**src/seq_pkg.sv**
```systemverilog
// ----------------------------------------------------------------------------
// Sorted event queue package
// Shared defaults, operation and status codes, controller/datapath bundles.
// ----------------------------------------------------------------------------
`timescale 1ns / 1ps

package seq_pkg;

    // default configuration
    localparam int CAPACITY_DEF  = 64;
    localparam int TIME_BITS_DEF = 32;
    localparam int KIND_BITS_DEF = 8;
    localparam int DATA_BITS     = 32;
    localparam int CNT_BITS_DEF  = $clog2(CAPACITY_DEF + 1);

    // operation codes carried in the mode field
    typedef enum logic [1:0] {
        MODE_SCHEDULE = 2'd0,
        MODE_POP      = 2'd1,
        MODE_PEEK     = 2'd2,
        MODE_CLEAR    = 2'd3
    } t_mode;

    // result status codes
    typedef enum logic [1:0] {
        ST_OK    = 2'd0,
        ST_EMPTY = 2'd1,
        ST_FULL  = 2'd2
    } t_status;

    // commands from controller to datapath
    typedef struct packed {
        logic    capture;   // latch the incoming beat
        logic    load_out;  // load the result register
        logic    insert;    // sorted insert of the latched event
        logic    pop;       // shift the slots down by one towards slot zero
        logic    clear;     // drop all entries
        logic    show_head; // report slot zero in the result
        t_status status;    // status code of the result
    } t_cmd;

    // status from datapath to controller
    typedef struct packed {
        t_mode mode;
        logic  empty;
        logic  full;
    } t_stat;

endpackage

```
**src/seq_ctrl.sv**
```systemverilog
// ----------------------------------------------------------------------------
// Sorted event queue controller
// Sequences capture and execution of one operation and owns both handshakes.
// ----------------------------------------------------------------------------
`timescale 1ns / 1ps

module seq_ctrl (
    input  logic           i_clk,
    input  logic           i_rst_n,
    input  logic           i_in_valid,
    output logic           o_in_ready,
    output logic           o_out_valid,
    input  logic           i_out_ready,
    input  seq_pkg::t_stat i_stat,
    output seq_pkg::t_cmd  o_cmd
);

    typedef enum logic {
        S_IDLE,
        S_EXEC
    } t_state;

    t_state r_state, n_state;
    logic   r_out_valid, n_out_valid;
    logic   w_can_emit;

    // result register is free, or its beat leaves this cycle
    assign w_can_emit = !r_out_valid || i_out_ready;
    assign o_in_ready = (r_state == S_IDLE);
    assign o_out_valid = r_out_valid;

    // decode the operation into datapath commands
    always_comb begin
        o_cmd         = '0;
        o_cmd.status  = seq_pkg::ST_OK;
        o_cmd.capture = (r_state == S_IDLE) && i_in_valid;
        if (r_state == S_EXEC && w_can_emit) begin
            o_cmd.load_out = 1'b1;
            case (i_stat.mode)
                seq_pkg::MODE_SCHEDULE: begin
                    if (i_stat.full) begin
                        o_cmd.status = seq_pkg::ST_FULL;
                    end else begin
                        o_cmd.insert = 1'b1;
                    end
                end
                seq_pkg::MODE_POP: begin
                    if (i_stat.empty) begin
                        o_cmd.status = seq_pkg::ST_EMPTY;
                    end else begin
                        o_cmd.pop       = 1'b1;
                        o_cmd.show_head = 1'b1;
                    end
                end
                seq_pkg::MODE_PEEK: begin
                    if (i_stat.empty) begin
                        o_cmd.status = seq_pkg::ST_EMPTY;
                    end else begin
                        o_cmd.show_head = 1'b1;
                    end
                end
                seq_pkg::MODE_CLEAR: begin
                    o_cmd.clear = 1'b1;
                end
                default: begin
                    o_cmd.status = seq_pkg::ST_OK;
                end
            endcase
        end
    end

    // next state and result valid
    always_comb begin
        n_state     = r_state;
        n_out_valid = r_out_valid;
        if (r_out_valid && i_out_ready) begin
            n_out_valid = 1'b0;
        end
        case (r_state)
            S_IDLE: begin
                if (i_in_valid) begin
                    n_state = S_EXEC;
                end
            end
            S_EXEC: begin
                if (w_can_emit) begin
                    n_state     = S_IDLE;
                    n_out_valid = 1'b1;
                end
            end
            default: begin
                n_state = S_IDLE;
            end
        endcase
    end

    // hold state and result valid
    always_ff @(posedge i_clk) begin
        if (!i_rst_n) begin
            r_state     <= S_IDLE;
            r_out_valid <= 1'b0;
        end else begin
            r_state     <= n_state;
            r_out_valid <= n_out_valid;
        end
    end

endmodule

```
**config.mk**
```make
export PLATFORM = sky130hd
export DESIGN_NAME = seq_ctrl
export DESIGN_NICKNAME = d
export VERILOG_FILES = /design/src/seq_pkg.sv /design/src/seq_ctrl.sv
export SDC_FILE = /design/constraint.sdc
export NUM_CORES = 1
export LEC_CHECK = 0
export BUFFER_PORTS_ARGS = -buffer_cell sky130_fd_sc_hd__buf_2
export CORE_AREA = 2 2 39 41
export DETAILED_ROUTE_END_ITERATION = 8
export DIE_AREA = 0 0 41 43
export PLACE_DENSITY_LB_ADDON = 0.25
export SYNTH_ARGS = -nofsm -noshare
export SYNTH_HDL_FRONTEND = slang
export SYNTH_SLANG_ARGS = --single-unit
export TNS_END_PERCENT = 10
```
**constraint.sdc**
```tcl
create_clock -name i_clk -period 1 [get_ports i_clk]
set_clock_uncertainty 0.15 [all_clocks]
set_input_delay 0.2 -clock i_clk [delete_from_list [all_inputs] [get_ports i_clk]]
set_output_delay 0.2 -clock i_clk [all_outputs]
set_load 0.1 [all_outputs]
```
==> Word-level counts from Yosys, hierarchy flattened <==
Index checks and enable logic that the tools add are counted.
{ "totals": {"regBits": 2, "input_bits": 8, "wordCells": 29} }
{ "classes": {"n_eq_ne": 3, "muxes": 16, "bitwise": 1, "reduce_logical": 7} }
{ "ops": {"columns": ["op", "count"], "rows": [
  ["1-bit two-way mux", 12],
  ["7-bit two-way mux", 1],
  ["2-bit equality test (second input constant)", 2],
  ["2-bit case mux with 2 select lines", 1],
  ["1-bit logical AND", 3],
  ["2-bit by 1-bit equality test with 1-bit output (second input constant)", 1],
  ["2-bit zero test", 1],
  ["2-bit two-way mux", 1],
  ["1-bit case mux with 2 select lines", 1],
  ["2-bit OR reduction", 1],
  ["1-bit zero test", 1],
  ["1-bit logical OR", 1],
  ["1-bit inverter", 1]
]} }

==> Longest topological paths before layout <==
Gate-level depths: netlist of the first run.
{ "logic_depth": {"depth_word": 4, "depth_mapped": 4, "depth_no_buf": 4} }

==> Least setup slack after synthesis of the first run <==
No wires, ideal clock.
{ "synth_timing": {"path_kind": "register to output", "startpoint": "reg r_out_valid (netlist: o_out_valid)", "endpoint": "out o_cmd[1] (netlist name)", "t_arrival_ps": 3214, "required_ps": 650, "slack_ps": -2564, "path_stages_with_launch": 3, "path_buffers": 0, "cell_sequence": "dfxtp_1 -> nor2b_2 -> nor3b_1"} }
{ "synth_rtl": {"columns": ["element", "line_no", "text"], "rows": [
  ["start: declaration", "seq_ctrl.sv:24", "logic r_out_valid, n_out_valid;"],
  ["start signal: assignment", "seq_ctrl.sv:104", "r_out_valid <= n_out_valid;"],
  ["end: declaration", "seq_ctrl.sv:15", "output seq_pkg::t_cmd o_cmd"]
]} }

==> impl_metrics.ini, run 1 <==
[outcome]
status = finished, violations left
violations = setup timing

[critical_path]
crit_required_ps = 650
critPathArrivalTime_ps = 1250
crit_path_end = o_cmd[0]
cp-start-kind = register
crit_type = register to output port
r2r_slack_ps = -80
crit_path_start = o_out_valid
r2r-start = r_state
worstPathMaxFanout = 6
reg2reg_depth = 3
crit_path_end_kind = output port
worstReg2RegEnd = r_state

[die]
core_area_um2 = 1380
dieArea_um2 = 1760
die_h_um = 43
top_level_ports = 18
dieWidth_um = 41
start_util_pct = 15.3
fp-row-count = 14

[clock_tree]
cts_sinks = 2
cts_setup_buffers = 0
hold_buffers = 0
cts_tree = yes
cts_buffers = 3
clk_path_buf_depth = 2
clk_pin_slew_ps = 30
h-tree-depth = 1
insertion_delay_ps = 220
ctsRootBufferMaster = clkbuf_4

[power]
p_comb_share_pct = 51.3
switching_share_pct = 39.5
leakage_nw = 0.271
intPower_uw = 351
ir_drop_mv = 0.559
sequentialPowerShare_pct = 15.4
p_switching_uw = 229
p_per_area_nw_per_um2 = 916
finalPower_uw = 580
clkPwrFrac_pct = 33.4

[cells_and_area]
nNetsFinal = 65
drive_gt1_share_pct = 76.9
syn2layout_area_growth_pct = 199
final_cell_area_um2 = 633
fin_util_pct = 45.8
diodes = 0

[placed_design]
dp_slack_ps = -550
place_area_um2 = 584
io_buffer_count = 17
post-dp-hpwl_um = 529
routabilityCongestion = 0.708

[min_path]
hold_class = input port to register
worstHoldPathCells = 2

[sta]
period_minus_slack_ps = 1600
timing.setup.tns_ps = -4700
post-route-period-util_pct = 160
setup_violations = 12
fmax_mhz = 625
hold_viol = 0
slew_violations = 0
grt_setup_unrepaired = yes
slew_headroom_pct = 76.3
fin_ws_ps = -600
worst-slew-pin-transition_ps = 355

[global_routing]
overflow = 0
grt_max_degree = 7
grt_pass1_wl_um = 1060
antenna_found_initial = 0
grt_pass1_vias = 288
track_usage_pct = 9.32

[drt]
initialDrtViolationCount = 0
first_pass_iters = 1
route.final.wire_length_um = 589
vias = 269
antenna_left = 0
drc = 0
viasPerCell = 3.96
wl_per_cell_um = 8.66

[logic_synthesis]
synth_cells = 24
ys_types = 15
syn_area_um2 = 211
synthesis.nets = 36
synth-seq-area-share_pct = 18.9
syn_avg_cell_area_um2 = 8.81
synth_warnings = 0
synth-seq-cells = 2

[run]
max-cap-violations = 0
[critical path, cell delays in order, from the launching register on]
cell     delay [ps]
dfxtp_4         330
nor2b_4         170
nor4b_4         310
buf_12          210
[cells in the mapped netlist]
cell | number | area [um2]
dfxtp_1 | 2 | 40.0
nor2b_2 | 1 | 8.76
and3_2 | 1 | 7.51
nor4b_2 | 2 | 30.0
o2bb2ai_1 | 1 | 8.76
nand2_1 | 3 | 11.3
a21boi_0 | 1 | 7.51
nand2b_1 | 1 | 6.26
inv_2 | 1 | 3.75
nor3b_1 | 1 | 7.51
and2b_2 | 1 | 8.76
nor3_1 | 2 | 10.0
ha_1 | 4 | 50.1
nor2_1 | 1 | 3.75
inv_1 | 2 | 7.51
[per-stage QoR]
step | hold WS, ps | std cells
4_1_cts | 64.5 | 68
2_1_floorplan | 167 | 24
6_report | 67.4 | 68
5_1_grt | 86.5 | 68
3_5_place_dp | 292 | 64
3_3_place_gp | 291 | 64
[area by class of cell]
cell class	count	area (um2)
Fill cell	126	751
Inverter	3	13.8
Clock buffer	4	26.3
Tap cell	16	20.0
Sequential cell	2	47.5
Timing Repair Buffer	24	295
Multi-Input combinational cell	19	230
[cell families (layout without fill, tap and decap cells)]
group	Yosys count	in the layout	share of synthesized area, %
flip-flops	2	2	18.9
adder cells (fa/ha/maj)	4	4	23.7
AND/OR/NAND/NOR	13	13	44.4
AO/OA/AOI/OAI	2	2	7.69
buffers and inverters	3	31	5.33
[timing repair]
| action | in CTS | in global routing |
|---|---|---|
| gates resized for setup | 6 | 0 |
| setup endpoints to repair | 12 | 12 |
| pin swaps | 4 | 0 |
[worst min-delay path by stage]
stage	to	slack (ps)	start
detailed placement	r_state	290	i_rst_n
CTS	r_state	60	i_rst_n
global route	r_state	90	i_rst_n
floorplan	r_state	170	i_rst_n
global placement	r_state	290	i_rst_n
finish	r_state	70	i_rst_n
[flip-flops by register name, indices dropped and copies added (netlist names)]
signal       cells
r_state          1
o_out_valid      1
[metal layers]
| metal | vias to the layer above | part of all wire, % | global-route usage (%) |
|---|---|---|---|
| li1 | 138 | - | - |
| met1 | 122 | 40 | 10.5 |
| met2 | 7 | 53 | 13.1 |
| met3 | 2 | 3.4 | 3.14 |
| met4 | 0 | 3.2 | 8.00 |
| met5 | - | 0 | 0 |
[power groups by stage]
stage	registers, mW	logic (mW)	clock network, mW
after floorplan	0.108	0.150	0
after global placement	0.0902	0.291	0
after detailed placement	0.0902	0.291	0
after CTS	0.0889	0.301	0.202
after global routing	0.0897	0.311	0.211
final	0.0891	0.297	0.194
[placed cells by master, fill, tap and decap left out, types with 2 or more instances in the layout]
cell type   n
ha_1        4
inv_1       2
buf_12     10
nand2_1     3
nor4b_4     2
buf_2       7
nor3_4      2
buf_6       2
clkbuf_4    3
dfxtp_4     2
buf_4       5
No activity file was read; power rests on OpenSTA's default activity.
==> run 2, diff against run 1 <==
- PLACE_DENSITY: default -> 0.53
- PLACE_DENSITY_LB_ADDON: 0.25 -> default
==> impl_metrics.ini, run 2 (synthesis results as in run 1) <==
[critical_path]
crit_required_ps = 650
r2r_slack_ps = -80
crit_type = register to output port
worstReg2RegEnd = r_state
cp-start-kind = register
crit_path_start = o_out_valid
crit_path_end_kind = output port
reg2reg_depth = 3
critPathArrivalTime_ps = 1270
worstPathMaxFanout = 6
r2r-start = r_state

[clock_tree]
insertion_delay_ps = 240
cts_setup_buffers = 0
cts_tree = yes
cts_buffers = 3
clk_pin_slew_ps = 40
ctsRootBufferMaster = clkbuf_4
hold_buffers = 0
clk_path_buf_depth = 2
cts_sinks = 2
h-tree-depth = 1

[global_routing]
grt_max_degree = 7
grt_pass1_vias = 313
grt_pass1_wl_um = 1270
antenna_found_initial = 0
track_usage_pct = 11.4
overflow = 0

[min_path]
whs_endpoint = r_state
hold_class = input port to register
hold_start = i_rst_n
worstHoldPathCells = 2

[drt]
drc = 0
viasPerCell = 4.18
vias = 280
initialDrtViolationCount = 0
wl_per_cell_um = 9.94
route.final.wire_length_um = 666
antenna_left = 0
first_pass_iters = 1

[die]
dieWidth_um = 41
top_level_ports = 18
die_h_um = 43
dieArea_um2 = 1760
core_area_um2 = 1380
start_util_pct = 15.3
fp-row-count = 14

[sta]
fin_worst_hold_slack_ps = 62.3
grt_setup_unrepaired = yes
fin_ws_ps = -623
fmax_mhz = 616
period_minus_slack_ps = 1620
worst-slew-pin-transition_ps = 365
slew_violations = 0
post-route-period-util_pct = 162
setup_violations = 11
slew_headroom_pct = 75.6
timing.setup.tns_ps = -4850
hold_viol = 0

[cells_and_area]
final_cell_mix = buf_12 (10), buf_2 (7), ha_1 (4), buf_4 (4)
syn2layout_area_growth_pct = 196
final_common_cell = buf_12
drive_gt1_share_pct = 76.5
diodes = 0
nNetsFinal = 64
fillers = 129

[power]
ir_drop_mv = 0.601
leakage_nw = 0.269
p_per_area_nw_per_um2 = 947

[placed_design]
post-dp-hpwl_um = 554
io_buffer_count = 17
routabilityCongestion = 0.600

[outcome]
status = finished, violations left
violations = setup timing

[run]
max-cap-violations = 0
## run 2: cell count changes in the layout (fill, tap and decap cells not counted)
cell,before,now
a21boi_0,1,0
a21boi_1,0,1
buf_4,5,4
## run 2: how the worst max path moves through the flow
stage                     endpoint  slack [ps]  cells after the start
final                     o_cmd[0]        -620                      3
after global routing      o_cmd[0]        -670                      3
after CTS                 o_cmd[0]        -640                      3
after detailed placement  o_cmd[0]        -580                      6
after global placement    o_cmd[0]        -570                      6
after floorplan           o_cmd[0]       -1110                      2
## run 2: cell type report
class / instances / area [um2] / share of cell area, %
Sequential cell: 2 / 47.5 / 7.60
Clock buffer: 4 / 26.3 / 4.20
Tap cell: 16 / 20.0 / 3.20
Inverter: 3 / 13.8 / 2.20
Timing Repair Buffer: 23 / 288 / 46.0
Multi-Input combinational cell: 19 / 230 / 36.8
## run 2: where the power goes
group | total, mW | internal (mW) | switching (mW) | leakage (nW)
clock | 0.206 | 0.149 | 0.0568 | 0.0150
combinational | 0.297 | 0.118 | 0.179 | 0.236
sequential | 0.0896 | 0.0836 | 0.00595 | 0.0178
## run 2: routing by layer
metal | GRT usage (%) | share of wire (%)
met3 | 5.24 | 14
met5 | 0 | 0
met1 | 10.8 | 33
met2 | 17.2 | 50
met4 | 10.0 | 2.3
## run 2: repair_timing
item	in CTS	in global routing
setup endpoints to repair	12	12
gates cloned	0	0
hold endpoints to repair	0	0
pin swaps	3	1
resized for setup	6	1
## run 2: worst max-delay path: stages (launching register included)
cell     delay [ps]
dfxtp_4         330
nor2b_4         170
nor4b_4         320
buf_12          210
## run 2: through the flow
step | instance area [um2] | setup WS [ps] | std cells | utilization [%] | total power [mW]
floorplan | 277 | -1110 | 24 | - | 0.257
global placement | 577 | -568 | 63 | 41.7 | 0.379
detailed placement | 577 | -576 | 63 | 41.7 | 0.380
CTS | 622 | -644 | 67 | 44.9 | 0.607
global route | 626 | -674 | 67 | 45.2 | 0.625
finish | 626 | -623 | 67 | 45.2 | 0.592
==> run 3, diff against run 2 <==
- CELL_PAD_IN_SITES_DETAIL_PLACEMENT: default -> 1
- CELL_PAD_IN_SITES_GLOBAL_PLACEMENT: default -> 1
- PLACE_DENSITY: 0.53 -> 0.68
==> impl_metrics.ini, run 3 (synthesis results as in run 1) <==
[clock_tree]
insertion_delay_ps = 240
h-tree-depth = 1
cts_tree = yes
hold_buffers = 0
ctsRootBufferMaster = clkbuf_4
clk_path_buf_depth = 2
clk_pin_slew_ps = 30
cts_buffers = 3
cts_setup_buffers = 0
cts_sinks = 2

[sta]
period_minus_slack_ps = 1610
hold_viol = 0
slew_violations = 0
setup_violations = 11
fin_ws_ps = -614
fmax_mhz = 619
slew_headroom_pct = 76.5
worst-slew-pin-transition_ps = 351
post-route-period-util_pct = 161
grt_setup_unrepaired = yes

[critical_path]
crit_type = register to output port
worstPathMaxFanout = 6
crit_path_end_kind = output port
cp-start-kind = register
critPathArrivalTime_ps = 1260
crit_required_ps = 650

[power]
ir_drop_mv = 0.608
p_per_area_nw_per_um2 = 938
leakage_nw = 0.281
finalPower_uw = 608

[global_routing]
track_usage_pct = 10.8
grt_pass1_vias = 283
grt_pass1_wl_um = 1240
antenna_found_initial = 0
overflow = 0
grt_max_degree = 7

[cells_and_area]
diodes = 0
fillers = 147
final_common_cell = buf_12
instances_no_fill = 70
nNetsFinal = 67
syn2layout_area_growth_pct = 207
drive_gt1_share_pct = 77.8
final_cell_mix = buf_12 (10), buf_2 (7), buf_4 (7), ha_1 (4)

[drt]
vias = 280
initialDrtViolationCount = 0
antenna_left = 0
route.final.wire_length_um = 674
viasPerCell = 4.00
drc = 0
wl_per_cell_um = 9.63
first_pass_iters = 1

[placed_design]
routabilityCongestion = 0.701
dp_slack_ps = -586
post-dp-hpwl_um = 592
io_buffer_count = 17
dp.cells = 66

[die]
fp-row-count = 14
start_util_pct = 15.3
dieArea_um2 = 1760
dieWidth_um = 41
core_area_um2 = 1380
top_level_ports = 18
die_h_um = 43

[min_path]
hold_class = input port to register

[outcome]
violations = setup timing
status = finished, violations left

[run]
max-cap-violations = 0
run 3: cell count changes in the layout (fill, tap and decap cells not counted), sizes merged:
| cell | before | now |
|---|---|---|
| buf | 23 | 26 |
run 3: per-layer routing:
layer / up-vias / GRT usage [%] / share of wire (%)
met5: - / 0 / 0
met1: 125 / 12.8 / 36
li1: 142 / - / -
met4: 0 / 8.00 / 3.4
met2: 11 / 15.6 / 54
met3: 2 / 3.14 / 5.9
run 3: repair_timing:
item | CTS | global route
pin swaps | 4 | 0
setup endpoints to repair | 12 | 12
gates resized for setup | 7 | 0
run 3: final timing paths:
| kind | start | slack, ps | end | depth (start not counted) |
|---|---|---|---|---|
| setup / recovery | o_out_valid | -610 | o_cmd[0] | 3 |
| setup reg to reg | r_state | -80 | r_state | 3 |
| hold reg to reg | r_state | 470 | r_state | 3 |
| hold / removal | i_rst_n | 50 | r_state | 2 |
run 3: report_power, final:
part | switching (mW) | internal (mW) | total (mW)
Sequential | 0.00576 | 0.0835 | 0.0893
Combinational | 0.180 | 0.125 | 0.305
Clock | 0.0645 | 0.150 | 0.214
run 3: area by class of cell:
class | count | area, um2 | area share, %
Clock buffer | 4 | 26.3 | 4.05
Sequential cell | 2 | 47.5 | 7.34
Multi-Input combinational cell | 19 | 230 | 35.5
Timing Repair Buffer | 26 | 310 | 47.9
Inverter | 3 | 13.8 | 2.12
Tap cell | 16 | 20.0 | 3.09
run 3: critical path, stage by stage (launching register included):
cell and delay, ps:
dfxtp_4 330, nor2b_4 170, nor4b_4 310, buf_12 210
run 3: metrics by stage:
stage	area (um2)	TNS (ps)	hold WS [ps]	utilization [%]
final	648	-4880	50.2	46.8
after global routing	648	-5430	45.2	46.8
after CTS	648	-5110	35.0	46.8
after floorplan	277	-6360	167	-
after global placement	599	-3570	284	43.3
after detailed placement	599	-3760	291	43.3
